### src/rtl/sfcu_pkg.sv
package sfcu_pkg;

  localparam int unsigned InDataW  = 24;
  localparam int unsigned OutDataW = 24;
  localparam int unsigned FuncW    = 2;
  localparam int unsigned MaskW    = 5;
  localparam int unsigned CondW    = 4;
  localparam int unsigned CountW   = 3;
  localparam int unsigned PrioW    = 3;

  localparam logic [PrioW-1:0] TopPrio = 3'd7;

  // Bit positions inside the flag mask.
  localparam int unsigned MaskCarry = 0;
  localparam int unsigned MaskZero  = 1;
  localparam int unsigned MaskNeg   = 2;
  localparam int unsigned MaskSleep = 3;
  localparam int unsigned MaskOvf   = 4;

  typedef enum logic [FuncW-1:0] {
    FUNC_SET_FLAGS = 2'd0,
    FUNC_CLR_FLAGS = 2'd1,
    FUNC_COND_EXEC = 2'd2,
    FUNC_SET_PRIO  = 2'd3
  } func_t;

  typedef enum logic [CondW-1:0] {
    COND_EQ = 4'd0,
    COND_NE = 4'd1,
    COND_CS = 4'd2,
    COND_CC = 4'd3,
    COND_MI = 4'd4,
    COND_PL = 4'd5,
    COND_VS = 4'd6,
    COND_VC = 4'd7,
    COND_HI = 4'd8,
    COND_LS = 4'd9,
    COND_GE = 4'd10,
    COND_LT = 4'd11,
    COND_GT = 4'd12,
    COND_LE = 4'd13,
    COND_TR = 4'd14,
    COND_FL = 4'd15
  } cond_t;

  typedef struct packed {
    logic [PrioW-1:0]  req_prio;
    logic [CountW-1:0] else_len;
    logic [CountW-1:0] then_len;
    logic [CondW-1:0]  cond_code;
    logic [MaskW-1:0]  flag_mask;
  } in_item_t;

  typedef struct packed {
    logic              priority_fault;
    logic [CountW-1:0] else_count;
    logic [CountW-1:0] then_count;
    logic              cex_armed;
    logic              cond_result;
    logic [PrioW-1:0]  priority_out;
    logic              sleep_out;
    logic              overflow_out;
    logic              negative_out;
    logic              zero_out;
    logic              carry_out;
  } out_item_t;

endpackage

### src/rtl/status_flags_and_condition_unit.sv
// Processor status word and condition unit. Each transfer on the input stream
// is one status instruction (set flags, clear flags, conditional execute, set
// priority); each produces exactly one transfer on the output stream showing
// the whole status state after the instruction plus a priority fault bit.
// An instruction is captured in an input register, evaluated against the
// status registers by a few gates, and written to the output register, and
// one instruction is accepted every cycle while the output side keeps taking
// results. The output register is the only point of back-pressure. After
// reset the flags are clear, the priority is 7 and conditional execution is
// disarmed.
module status_flags_and_condition_unit (
  input  logic                           clk,
  input  logic                           rst_n,
  input  logic                           in_tvalid,
  output logic                           in_tready,
  // [4:0] flag_mask, [8:5] cond_code, [11:9] then_len, [14:12] else_len,
  // [17:15] req_prio, [23:18] zero
  input  logic [sfcu_pkg::InDataW-1:0]   in_tdata,
  // [1:0] func
  input  logic [sfcu_pkg::FuncW-1:0]     in_tuser,
  output logic                           out_tvalid,
  input  logic                           out_tready,
  // [0] carry_out, [1] zero_out, [2] negative_out, [3] overflow_out,
  // [4] sleep_out, [7:5] priority_out, [8] cond_result, [9] cex_armed,
  // [12:10] then_count, [15:13] else_count, [16] priority_fault, [23:17] zero
  output logic [sfcu_pkg::OutDataW-1:0]  out_tdata
);
  import sfcu_pkg::*;

  localparam int unsigned ItemW = $bits(in_item_t);
  localparam int unsigned ResW  = $bits(out_item_t);

  // Input register.
  logic      in_vld_r;
  in_item_t  in_item_r;
  func_t     in_func_r;

  // Status state.
  logic              carry_r, zero_r, neg_r, ovf_r, sleep_r;
  logic [PrioW-1:0]  prio_r;
  logic              cond_r, cex_r;
  logic [CountW-1:0] then_r, else_r;

  logic              carry_nxt, zero_nxt, neg_nxt, ovf_nxt, sleep_nxt;
  logic [PrioW-1:0]  prio_nxt;
  logic              cond_nxt, cex_nxt;
  logic [CountW-1:0] then_nxt, else_nxt;
  logic              fault_nxt;
  logic              cond_eval;

  // Output register.
  logic      out_vld_r;
  out_item_t out_item_r;

  logic out_free;
  logic advance;

  assign out_free  = !out_vld_r || out_tready;
  assign advance   = in_vld_r && out_free;
  assign in_tready = !in_vld_r || out_free;

  always_comb begin
    case (cond_t'(in_item_r.cond_code))
      COND_EQ: cond_eval = zero_r;
      COND_NE: cond_eval = !zero_r;
      COND_CS: cond_eval = carry_r;
      COND_CC: cond_eval = !carry_r;
      COND_MI: cond_eval = neg_r;
      COND_PL: cond_eval = !neg_r;
      COND_VS: cond_eval = ovf_r;
      COND_VC: cond_eval = !ovf_r;
      COND_HI: cond_eval = carry_r && !zero_r;
      COND_LS: cond_eval = !carry_r || zero_r;
      COND_GE: cond_eval = !(neg_r ^ ovf_r);
      COND_LT: cond_eval = neg_r ^ ovf_r;
      COND_GT: cond_eval = !zero_r && !(neg_r ^ ovf_r);
      COND_LE: cond_eval = zero_r || (neg_r ^ ovf_r);
      COND_TR: cond_eval = 1'b1;
      default: cond_eval = 1'b0;
    endcase
  end

  always_comb begin
    carry_nxt = carry_r;
    zero_nxt  = zero_r;
    neg_nxt   = neg_r;
    ovf_nxt   = ovf_r;
    sleep_nxt = sleep_r;
    prio_nxt  = prio_r;
    cond_nxt  = cond_r;
    cex_nxt   = cex_r;
    then_nxt  = then_r;
    else_nxt  = else_r;
    fault_nxt = 1'b0;
    case (in_func_r)
      FUNC_SET_FLAGS: begin
        carry_nxt = carry_r | in_item_r.flag_mask[MaskCarry];
        zero_nxt  = zero_r  | in_item_r.flag_mask[MaskZero];
        neg_nxt   = neg_r   | in_item_r.flag_mask[MaskNeg];
        ovf_nxt   = ovf_r   | in_item_r.flag_mask[MaskOvf];
        // At the top priority the sleep flag is forced clear instead.
        if (prio_r == TopPrio) begin
          sleep_nxt = 1'b0;
        end else begin
          sleep_nxt = sleep_r | in_item_r.flag_mask[MaskSleep];
        end
      end
      FUNC_CLR_FLAGS: begin
        carry_nxt = carry_r & ~in_item_r.flag_mask[MaskCarry];
        zero_nxt  = zero_r  & ~in_item_r.flag_mask[MaskZero];
        neg_nxt   = neg_r   & ~in_item_r.flag_mask[MaskNeg];
        ovf_nxt   = ovf_r   & ~in_item_r.flag_mask[MaskOvf];
        sleep_nxt = sleep_r & ~in_item_r.flag_mask[MaskSleep];
      end
      FUNC_COND_EXEC: begin
        cond_nxt = cond_eval;
        cex_nxt  = 1'b1;
        then_nxt = in_item_r.then_len;
        else_nxt = in_item_r.else_len;
      end
      FUNC_SET_PRIO: begin
        if (in_item_r.req_prio < prio_r) begin
          prio_nxt = in_item_r.req_prio;
        end else begin
          fault_nxt = 1'b1;
        end
      end
      default: begin
        fault_nxt = 1'b0;
      end
    endcase
  end

  always_ff @(posedge clk) begin
    if (!rst_n) begin
      in_vld_r <= 1'b0;
    end else if (in_tready) begin
      in_vld_r <= in_tvalid;
    end
  end

  always_ff @(posedge clk) begin
    if (in_tvalid && in_tready) begin
      in_item_r <= in_item_t'(in_tdata[ItemW-1:0]);
      in_func_r <= func_t'(in_tuser);
    end
  end

  always_ff @(posedge clk) begin
    if (!rst_n) begin
      carry_r <= 1'b0;
      zero_r  <= 1'b0;
      neg_r   <= 1'b0;
      ovf_r   <= 1'b0;
      sleep_r <= 1'b0;
      prio_r  <= TopPrio;
      cond_r  <= 1'b0;
      cex_r   <= 1'b0;
      then_r  <= '0;
      else_r  <= '0;
    end else if (advance) begin
      carry_r <= carry_nxt;
      zero_r  <= zero_nxt;
      neg_r   <= neg_nxt;
      ovf_r   <= ovf_nxt;
      sleep_r <= sleep_nxt;
      prio_r  <= prio_nxt;
      cond_r  <= cond_nxt;
      cex_r   <= cex_nxt;
      then_r  <= then_nxt;
      else_r  <= else_nxt;
    end
  end

  always_ff @(posedge clk) begin
    if (!rst_n) begin
      out_vld_r <= 1'b0;
    end else if (out_free) begin
      out_vld_r <= in_vld_r;
    end
  end

  always_ff @(posedge clk) begin
    if (advance) begin
      out_item_r.carry_out      <= carry_nxt;
      out_item_r.zero_out       <= zero_nxt;
      out_item_r.negative_out   <= neg_nxt;
      out_item_r.overflow_out   <= ovf_nxt;
      out_item_r.sleep_out      <= sleep_nxt;
      out_item_r.priority_out   <= prio_nxt;
      out_item_r.cond_result    <= cond_nxt;
      out_item_r.cex_armed      <= cex_nxt;
      out_item_r.then_count     <= then_nxt;
      out_item_r.else_count     <= else_nxt;
      out_item_r.priority_fault <= fault_nxt;
    end
  end

  assign out_tvalid = out_vld_r;
  assign out_tdata  = {{(OutDataW-ResW){1'b0}}, out_item_r};

endmodule
### config.mk
export PLATFORM = sky130hd
export DESIGN_NAME = status_flags_and_condition_unit
export DESIGN_NICKNAME = d
export VERILOG_FILES = /design/src/rtl/sfcu_pkg.sv /design/src/rtl/status_flags_and_condition_unit.sv
export SDC_FILE = /design/constraint.sdc
export NUM_CORES = 1
export LEC_CHECK = 0
export ABC_AREA = 1
export BUFFER_PORTS_ARGS = -buffer_cell sky130_fd_sc_hd__buf_2
export CAP_MARGIN = 5
export CORE_MARGIN = 1
export CORE_UTILIZATION = 55
export CTS_CLUSTER_DIAMETER = 30
export DETAILED_ROUTE_END_ITERATION = 7
export HOLD_SLACK_MARGIN = 0.05
export PLACE_DENSITY = 0.78
export SLEW_MARGIN = 20
export SYNTH_ARGS = -nofsm -noshare
export SYNTH_HDL_FRONTEND = slang
export SYNTH_SLANG_ARGS = --single-unit
### constraint.sdc
create_clock -name clk -period 2.75 [get_ports clk]
set_clock_uncertainty 0.1 [all_clocks]
set_input_delay 0.4125 -clock clk [delete_from_list [all_inputs] [get_ports clk]]
set_output_delay 0.4125 -clock clk [all_outputs]
set_load 0.005 [all_outputs]
# Word-level counts from Yosys, hierarchy flattened
# Cells that the tools add are included.
# Widths: inputs -> output; s select.
dict set report totals {
  register_bits 55
  input_bits 30
  out_inout_bits 26
  word_cells 95
}
dict set report op_classes {
  order_cmp 1
  n_eq_ne 18
  mux 14
  bitwise 16
  n_reduce_logical 17
}
# operator n
set ops {}
lappend ops {{$eq 4x4->1 const B} 7}
lappend ops {{$eq 4x3->1 const B} 4}
lappend ops {{$pmux 1 s15} 1}
lappend ops {{$mux 3} 4}
lappend ops {{$pmux 1 s2} 5}
lappend ops {{$eq 4x2->1 const B} 2}
lappend ops {{$logic_not 1->1} 7}
lappend ops {{$and 1x1->1} 5}
lappend ops {{$not 1->1} 5}
lappend ops {{$or 1x1->1} 5}
lappend ops {{$eq 2x2->1 const B} 2}
lappend ops {{$eq 4x1->1 const B} 1}
lappend ops {{$logic_and 1x1->1} 4}
lappend ops {{$logic_not 4->1} 1}
lappend ops {{$logic_or 1x1->1} 4}
lappend ops {{$mux 1} 4}
lappend ops {{$eq 3x3->1 const B} 1}
lappend ops {{$lt 3x3->1} 1}
lappend ops {{$eq 2x1->1 const B} 1}
lappend ops {{$logic_not 2->1} 1}
lappend ops {{$xor 1x1->1} 1}

# Longest topological paths before layout
# Gate-level depths: netlist of run 1.
dict set report logic_depth {
  ltp_word 5
  ltp_mapped 10
  mapped_depth_nobuf 10
}

# Least setup slack after synthesis of run 1
# Ideal clock, no wire load.
dict set report synth_timing {
  kind {register to register}
  from {reg in_item_r[17] (netlist name)}
  to {reg out_item_r, in the netlist out_tdata[6] (data pin)}
  setup_ns 0.258
  t_arrival_ns 1.273
  required_time_ns 2.392
  setup_slack_ns 1.119
  stages_incl_launch_ff 8
  path_buffers 0
  synth_period_minus_slack_ns 1.631
  cell_sequence {edfxtp_1 -> ha_1 -> a21oi_1 -> inv_1 -> nor2_2 -> nand2_2 -> nor2_1 -> a21oi_2}
}
dict set report synth_via {
  elab_chain_cells 3
}
# item line_no
set synth_lines {}
lappend synth_lines {{start, declared} status_flags_and_condition_unit.sv:35} ;# in_item_t in_item_r;
lappend synth_lines {{start signal, assigned} status_flags_and_condition_unit.sv:144} ;# in_item_r <= in_item_t'(in_tdata[ItemW-1:0]);
lappend synth_lines {{$lt 3x3->1} status_flags_and_condition_unit.sv:122} ;# if (in_item_r.req_prio < prio_r) begin
lappend synth_lines {{$mux 3} status_flags_and_condition_unit.sv:122}
lappend synth_lines {{$mux 3} status_flags_and_condition_unit.sv:95} ;# case (in_func_r)
lappend synth_lines {{via prio_nxt[1]} status_flags_and_condition_unit.sv:45} ;# logic [PrioW-1:0] prio_nxt;
lappend synth_lines {{end, declared} status_flags_and_condition_unit.sv:53} ;# out_item_t out_item_r;
# The timed path passes the listed nets, and every way through them passes these cells.
# A chain may end at the register's enable or synchronous reset.

# Final worst setup path of run 1
dict set report layout_timing {
  from {reg prio_r[2]}
  to {reg prio_r[1]}
}
dict set report layout_via {
  elab_chain_cells 3
}
# item line_no
set layout_lines {}
lappend layout_lines {{start, declared} status_flags_and_condition_unit.sv:40} ;# logic [PrioW-1:0] prio_r;
lappend layout_lines {{start signal, assigned} status_flags_and_condition_unit.sv:156} ;# prio_r <= TopPrio;
lappend layout_lines {{start signal, assigned} status_flags_and_condition_unit.sv:167} ;# prio_r <= prio_nxt;
lappend layout_lines {{$lt 3x3->1} status_flags_and_condition_unit.sv:122}
lappend layout_lines {{$mux 3} status_flags_and_condition_unit.sv:122}
lappend layout_lines {{$mux 3} status_flags_and_condition_unit.sv:95}
lappend layout_lines {{via prio_nxt[1]} status_flags_and_condition_unit.sv:45}
# The timed path passes the listed nets, and every way through them passes these cells.

==> out/metrics.cfg, run 1 <==
[hold_path]
min_from=in_tdata[10]
hold_path_class=input port to register
min_to=in_item_r[10]
min_delay_path_depth=1

[cts]
root_buffer=clkbuf_8
clkLatencyLatePin_ns=0.31
clockBufferDepth=2
worst_setup_hold_path_clk_slew_ns=0.09
post_cts_buffers=0
cts.sinks=55
cts_tree=built
ctsHtreeMaxLevel=2
cts.hold.buffers_added=0
numCtsBuffers=5
cts_resized=0

[timing]
rsz0062_at_grt=false
hold_viol_final=0
drv_slew=0
tns_ns=0
max_freq_ghz=0.558
fin_crit_ns=1.79
setup_viol=0
post-route-period-util_pct=65.2

[power_and_ir_drop]
power.switching_mw=0.372
clkPwrFrac_pct=27.7
internal-power_mw=1.17
power_mw=1.54
powerDensity_nw_per_um2=583
power_frac_comb_pct=10.2
vdd_drop_max_uv=467
leakagePower_nw=1.17
seq_power_share_pct=62.1
sw_frac_of_total_pct=24.1

[synth]
ys_warn_count=0
synth_commonest_cells=nand2_1, edfxtp_1, a21oi_1, inv_1, dfxtp_1
synthFlopType=edfxtp_1
async_flop_share_pct=0
syn_area_per_cell_um2=9.85
syn_inst=237
synth.most_common_cell=nand2_1
yosysTopAreaCell=edfxtp_1
mappedNetlistArea_um2=2330
synth_edf_count=37
synth_top_area_share_pct=47.6
synthDistinctLibCells=26
ys_ff_latch=55
yosys-top-cells-area=edfxtp_1, dfxtp_1, nand2_1
ys_seq_area_share_pct=63.1

[final_layout]
num-fill-cells=314
regArea_um2=1470
instances_no_fill=334
utilization_pct=65.6
fin_nets=315
multiInputGateArea_um2=693
diodes=0
syn2layout_area_growth_pct=13.2
layout-drive-gt1-share_pct=23.9

[detailed_routing]
dr_wl_met2_um=2030
viasPerCell=5.05
top_layer=met4
wire_per_inst_um=11.9
drc=0
dr_wl_met3_um=179
dr.pass1.iters=4
drt_wl_total_um=3970
drt-initial-drc-count=136
wl_met1_um=1690
ant_nets=0
vias=1688

[worst_setup_path]
cp_slowest_stage_delay_ns=0.38
startpoint_type=register
cp_max_fo=4
reg2reg_depth=10
r2r-start=prio_r[2]
ff2ff_setup_slack_ns=0.96
crit_type=register to register
cp_cell_sequence=inv_1, ha_1, a21oi_1, inv_1, nor2_2, nand2_2, nor2_1, a21oi_2, nand2_1, o211ai_1
r2r_end=prio_r[1]
crit_top_cell=inv_1
path_delay_family=simple AND/OR/NAND/NOR gates
critPathRequiredTime_ns=2.83
arrival_ns=1.87
worst-path-buf-inv=2
slowest_stage=dfxtp_1
end_kind=register

[job]
max_cap_viol_count=0

[floorplanning]
chipHeight_um=67.1
fp.coreArea_um2=4030
num_rows=23
die_w_um=67.1
die-area_um2=4510
initial_utilization_pct=57.9
io_pins=56

[placed_design]
dp_hpwl_um=2780
dpl.cell_count=326
io_buffers=42
place_congestion=0.840

[global_route]
grt_antenna_before_repair=0
grt_pass1_wl_um=6460
grt_pass1_vias=1605
grt_max_degree=38
grt_util_all_layers_pct=19.3
gr-total-overflow=0

[run_status]
status=completed

logic make-up after synthesis:
group                    count (synthesis)  synth area share [%]
AO/OA/AOI/OAI                           40                  9.49
adder cells (fa/ha/maj)                  2                  1.07
buffers and inverters                   39                  8.20
flip-flops                              55                  63.1
other                                    1                 0.161
AND/OR/NAND/NOR                        100                  18.0
worst reg2reg max path, stage by stage (launching register included):
cell and delay, ns:
dfxtp_1 0.38, inv_1 0.06, ha_1 0.29, a21oi_1 0.20, inv_1 0.07, nor2_2 0.14, nand2_2 0.11, nor2_1 0.14
a21oi_2 0.05, nand2_1 0.06, o211ai_1 0.09
sequential cells by signal (all words and copies together), names as in the netlist, 2 cells and up:
name	cells
in_item_r	18
in_func_r	2
then_r	3
out_tdata	17
prio_r	3
else_r	3
worst max-delay path by stage:
stage                  start      endpoint  slack [ns]  depth (start not counted)
3_3_place_gp      out_tready  out_tdata[5]        0.97                          6
2_1_floorplan  in_item_r[17]  out_tdata[6]        1.12                          7
5_1_grt        in_item_r[17]     prio_r[1]        0.82                          9
3_5_place_dp      out_tready  out_tdata[6]        0.96                          6
6_report           prio_r[2]     prio_r[1]        0.96                         10
4_1_cts            prio_r[2]     prio_r[1]        0.94                         10
power by group through the flow:
stage | combinational [mW] | sequential [mW] | clock, mW
floorplan | 0.111 | 0.972 | 0
global placement | 0.152 | 0.975 | 0
detailed placement | 0.157 | 0.975 | 0
CTS | 0.158 | 0.956 | 0.438
global route | 0.179 | 0.962 | 0.465
finish | 0.157 | 0.957 | 0.427
per-layer routing:
layer	vias to the layer above	global-route usage, %
li1	859	-
met1	774	23.0
met2	48	32.6
met3	7	5.07
met4	0	8.78
met5	-	0
cell type report:
type,count,area share (%)
multi-input combinational,149,26.2
timing repair buffer,44,8.52
sequential,55,55.7
inverter,28,3.98
clock inverter,2,0.473
tap,50,2.37
clock buffer,6,2.75
layout by cell type, fill, tap and decap left out:
cell type / n
o21ai_0: 11
clkinv_2: 1
conb_1: 7
dfxtp_1: 18
clkbuf_8: 5
nor2_1: 14
a211oi_1: 1
nand3_2: 1
inv_2: 6
nand2_1: 65
o21ai_1: 1
a21oi_1: 21
nor3_1: 1
o211ai_1: 3
inv_1: 21
nand2_2: 3
a21oi_2: 3
clkinv_1: 1
edfxtp_1: 37
buf_2: 42
nor2_4: 1
nand3_1: 12
ha_1: 2
clkbuf_1: 1
buf_4: 2
nor2_2: 3
clkinvlp_4: 1
stage by stage:
step           instance area [um^2]  worst slack [ns]  hold slack (ns)
3_3_place_gp                   2560             0.967            0.345
3_5_place_dp                   2560             0.957            0.360
2_1_floorplan                  2360              1.12            0.334
4_1_cts                        2640             0.945            0.167
5_1_grt                        2640             0.818            0.159
6_report                       2640             0.958            0.171
Power figures use the tool's default switching activity.
==> run 2: changes to the inputs <==
--- a/config.mk
+++ b/config.mk
@@ -5,15 +5,15 @@
 export SDC_FILE = /design/constraint.sdc
 export NUM_CORES = 1
 export LEC_CHECK = 0
-export ABC_AREA = 1
+export ABC_AREA = 0
 export BUFFER_PORTS_ARGS = -buffer_cell sky130_fd_sc_hd__buf_2
 export CAP_MARGIN = 5
 export CORE_MARGIN = 1
-export CORE_UTILIZATION = 55
+export CORE_UTILIZATION = 53
 export CTS_CLUSTER_DIAMETER = 30
 export DETAILED_ROUTE_END_ITERATION = 7
 export HOLD_SLACK_MARGIN = 0.05
-export PLACE_DENSITY = 0.78
+export PLACE_DENSITY = 0.75
 export SLEW_MARGIN = 20
 export SYNTH_ARGS = -nofsm -noshare
 export SYNTH_HDL_FRONTEND = slang
==> constraint.sdc (replaced) <==
create_clock -name clk -period 1.9 [get_ports clk]
set_clock_uncertainty 0.1 [all_clocks]
set_input_delay 0.285 -clock clk [delete_from_list [all_inputs] [get_ports clk]]
set_output_delay 0.285 -clock clk [all_outputs]
set_load 0.005 [all_outputs]
==> out/metrics.cfg, run 2 <==
[synth]
synthFlopType=edfxtp_1  ; unchanged
syn_area_per_cell_um2=11.5  ; was 9.85 um^2
yosys-top-cells-area=edfxtp_1, dfxtp_1, nand2_1  ; unchanged
synthDistinctLibCells=40  ; was 26
ys_warn_count=0  ; unchanged
ys_ff_latch=55  ; unchanged
synth_commonest_cells=nand2_1, edfxtp_1, dfxtp_1  ; was nand2_1, edfxtp_1, a21oi_1, inv_1, dfxtp_1
synth_edf_count=37  ; unchanged
syn_inst=204  ; was 237
synth_top_area_share_pct=47.3  ; was 47.6%
ys_seq_area_share_pct=62.7  ; was 63.1%
mappedNetlistArea_um2=2350  ; was 2330 um^2
async_flop_share_pct=0  ; unchanged
synth.most_common_cell=nand2_1  ; unchanged
yosysTopAreaCell=edfxtp_1  ; unchanged

[hold_path]
min_from=in_tdata[4]  ; was in_tdata[10]
min_delay_path_depth=1  ; unchanged
hold_path_class=input port to register  ; unchanged
min_to=in_item_r[4]  ; was in_item_r[10]

[power_and_ir_drop]
leakagePower_nw=1.19  ; was 1.17 nW
seq_power_share_pct=61.4  ; was 62.1%
powerDensity_nw_per_um2=761  ; was 583 nW/um^2
clkPwrFrac_pct=27.1  ; was 27.7%
sw_frac_of_total_pct=22.6  ; was 24.1%
power_frac_comb_pct=11.5  ; was 10.2%
power.switching_mw=0.507  ; was 0.372 mW
vdd_drop_max_uv=435  ; was 467 uV
internal-power_mw=1.73  ; was 1.17 mW
power_mw=2.24  ; was 1.54 mW

[cts]
ctsHtreeMaxLevel=2  ; unchanged
cts.sinks=55  ; unchanged
numCtsBuffers=5  ; unchanged
worst_setup_hold_path_clk_slew_ns=0.09  ; about the same
root_buffer=clkbuf_8  ; unchanged
clkLatencyLatePin_ns=0.30  ; was 0.31 ns
clockBufferDepth=2  ; unchanged
cts_tree=built  ; unchanged

[worst_setup_path]
cp_cell_sequence=ha_1, a21o_1, buf_4, a2111oi_4, buf_4, nand2_1, o211ai_1  ; was inv_1, ha_1, a21oi_1, inv_1, nor2_2, nand2_2, nor2_1, a21oi_2, nand2_1, o211ai_1
r2r-start=in_item_r[16]  ; was prio_r[2]
cp_max_fo=2  ; was 4
worst-path-buf-inv=2  ; unchanged
cp_slowest_stage_delay_ns=0.40  ; was 0.38 ns
critPathRequiredTime_ns=2.01  ; was 2.83 ns
path_delay_family=compound AO/OA/AOI/OAI gates  ; was simple AND/OR/NAND/NOR gates
startpoint_type=register  ; unchanged
ff2ff_setup_slack_ns=-0.02  ; was 0.96 ns
slowest_stage=edfxtp_1  ; was dfxtp_1
arrival_ns=2.03  ; was 1.87 ns
reg2reg_depth=7  ; was 10
end_kind=register  ; unchanged
r2r_end=prio_r[1]  ; unchanged
crit_top_cell=buf_4  ; was inv_1
crit_type=register to register  ; unchanged

[timing]
drv_slew=0  ; unchanged
post-route-period-util_pct=101  ; was 65.2%
setup_viol=1  ; was 0
rsz0062_at_grt=true  ; was false
hold_viol_final=0  ; unchanged
setup_slack_ns=-0.0225  ; was 0.958 ns
max_freq_ghz=0.520  ; was 0.558 GHz
fin_crit_ns=1.92  ; was 1.79 ns

[final_layout]
num-fill-cells=295  ; was 314
instances_no_fill=327  ; was 334
fin_nets=308  ; was 315
diodes=0  ; unchanged
final_common_cell=nand2_1  ; unchanged
layout-drive-gt1-share_pct=27.1  ; was 23.9%
final_cell_mix=nand2_1, buf_2, edfxtp_1  ; unchanged
syn2layout_area_growth_pct=25.3  ; was 13.2%
top_register=in_item_r  ; unchanged
largest_reg_flops=18  ; unchanged

[floorplanning]
die_w_um=68.6  ; was 67.1 um
die-area_um2=4700  ; was 4510 um^2
io_pins=56  ; unchanged
fp.coreArea_um2=4120  ; was 4030 um^2
chipHeight_um=68.6  ; was 67.1 um
initial_utilization_pct=57.0  ; was 57.9%
num_rows=23  ; unchanged

[global_route]
grt_util_all_layers_pct=20.8  ; was 19.3%
grt_antenna_before_repair=0  ; unchanged
grt_pass1_vias=1547  ; was 1605
gr-total-overflow=0  ; unchanged
grt_pass1_wl_um=6980  ; was 6460 um
grt_max_degree=21  ; was 38

[detailed_routing]
drt-initial-drc-count=61  ; was 136
wire_per_inst_um=13.4  ; was 11.9 um
ant_nets=0  ; unchanged
drt_wl_total_um=4400  ; was 3970 um
viasPerCell=5.23  ; was 5.05
vias=1711  ; was 1688
dr.pass1.iters=4  ; unchanged
drc=0  ; unchanged

[placed_design]
dpl.cell_count=296  ; was 326
place_congestion=0.787  ; was 0.840
dp_hpwl_um=2890  ; was 2780 um
io_buffers=42  ; unchanged

[run_status]
status=finished with violations  ; was completed
violations=setup timing

[job]
max_cap_viol_count=0  ; unchanged

[run 2: cell type report]
type                            count  area [um^2]  area share, %
Clock buffer                        7         76.3           2.59
Clock inverter                      1         5.00          0.170
Inverter                            5         18.8          0.638
Multi-Input combinational cell    134          803           27.3
Sequential cell                    55         1470           50.1
Tap cell                           50         62.6           2.13
Timing Repair Buffer               75          503           17.1
[run 2: cell families after synthesis]
family                   Yosys count  synth area share, %
AND/OR/NAND/NOR                   79                 15.9
flip-flops                        55                 62.7
AO/OA/AOI/OAI                     38                 11.9
buffers and inverters             21                 4.90
multiplexers                       5                 2.29
XOR/XNOR                           3                 1.12
adder cells (fa/ha/maj)            2                 1.07
other                              1                0.160
[run 2: worst reg2reg max path: stages (launching register included)]
cell       delay, ns
edfxtp_1        0.40
ha_1            0.28
a21o_1          0.18
buf_4           0.14
a2111oi_4       0.38
buf_4           0.18
nand2_1         0.07
o211ai_1        0.11
[run 2: what timing repair did]
| item | 4_1_cts | 5_1_grt |
|---|---|---|
| pin swaps | 4 | 2 |
| setup buffers | 2 | 3 |
| hold buffers | 10 | 8 |
| resized for setup | 5 | 2 |
| endpoints found under the setup margin | 2 | 32 |
| hold endpoints to repair | 10 | 8 |
[run 2: power groups by stage]
stage / Clock [mW] / Sequential, mW / Combinational [mW]
2_1_floorplan: 0 / 1.39 / 0.144
3_5_place_dp: 0 / 1.40 / 0.212
4_1_cts: 0.621 / 1.37 / 0.239
6_report: 0.606 / 1.37 / 0.258
3_3_place_gp: 0 / 1.40 / 0.206
5_1_grt: 0.667 / 1.38 / 0.286
[run 2: worst max path at each step]
stage                        from            to  slack (ns)  depth (start not counted)
finish              in_item_r[16]     prio_r[1]       -0.02                          7
global route        in_item_r[16]     prio_r[1]       -0.11                          7
CTS                 in_item_r[16]     prio_r[0]      -0.002                          6
detailed placement  in_item_r[16]  out_tdata[6]       -0.04                          5
global placement    in_item_r[16]  out_tdata[6]       -0.04                          5
floorplan           in_item_r[16]  out_tdata[5]        0.03                          5
[run 2: per-stage QoR]
stage	hold slack, ns	utilization (%)	instance area (um^2)	setup WS [ns]	setup TNS, ns
detailed placement	0.359	63.7	2620	-0.0404	-0.0799
finish	0.0720	71.5	2940	-0.0225	-0.0225
CTS	0.0506	68.9	2840	-0.00207	-0.00207
floorplan	0.284	-	2370	0.0300	0
global route	0.0567	71.5	2940	-0.109	-0.382
global placement	0.337	63.7	2620	-0.0376	-0.0735
[run 2: routing by layer]
metal,GRT usage (%),part of all wire [%],vias up
li1,-,-,843
met3,5.43,4.5,6
met2,35.5,52,53
met4,8.59,1.5,0
met5,0,0,-
met1,24.8,42,809
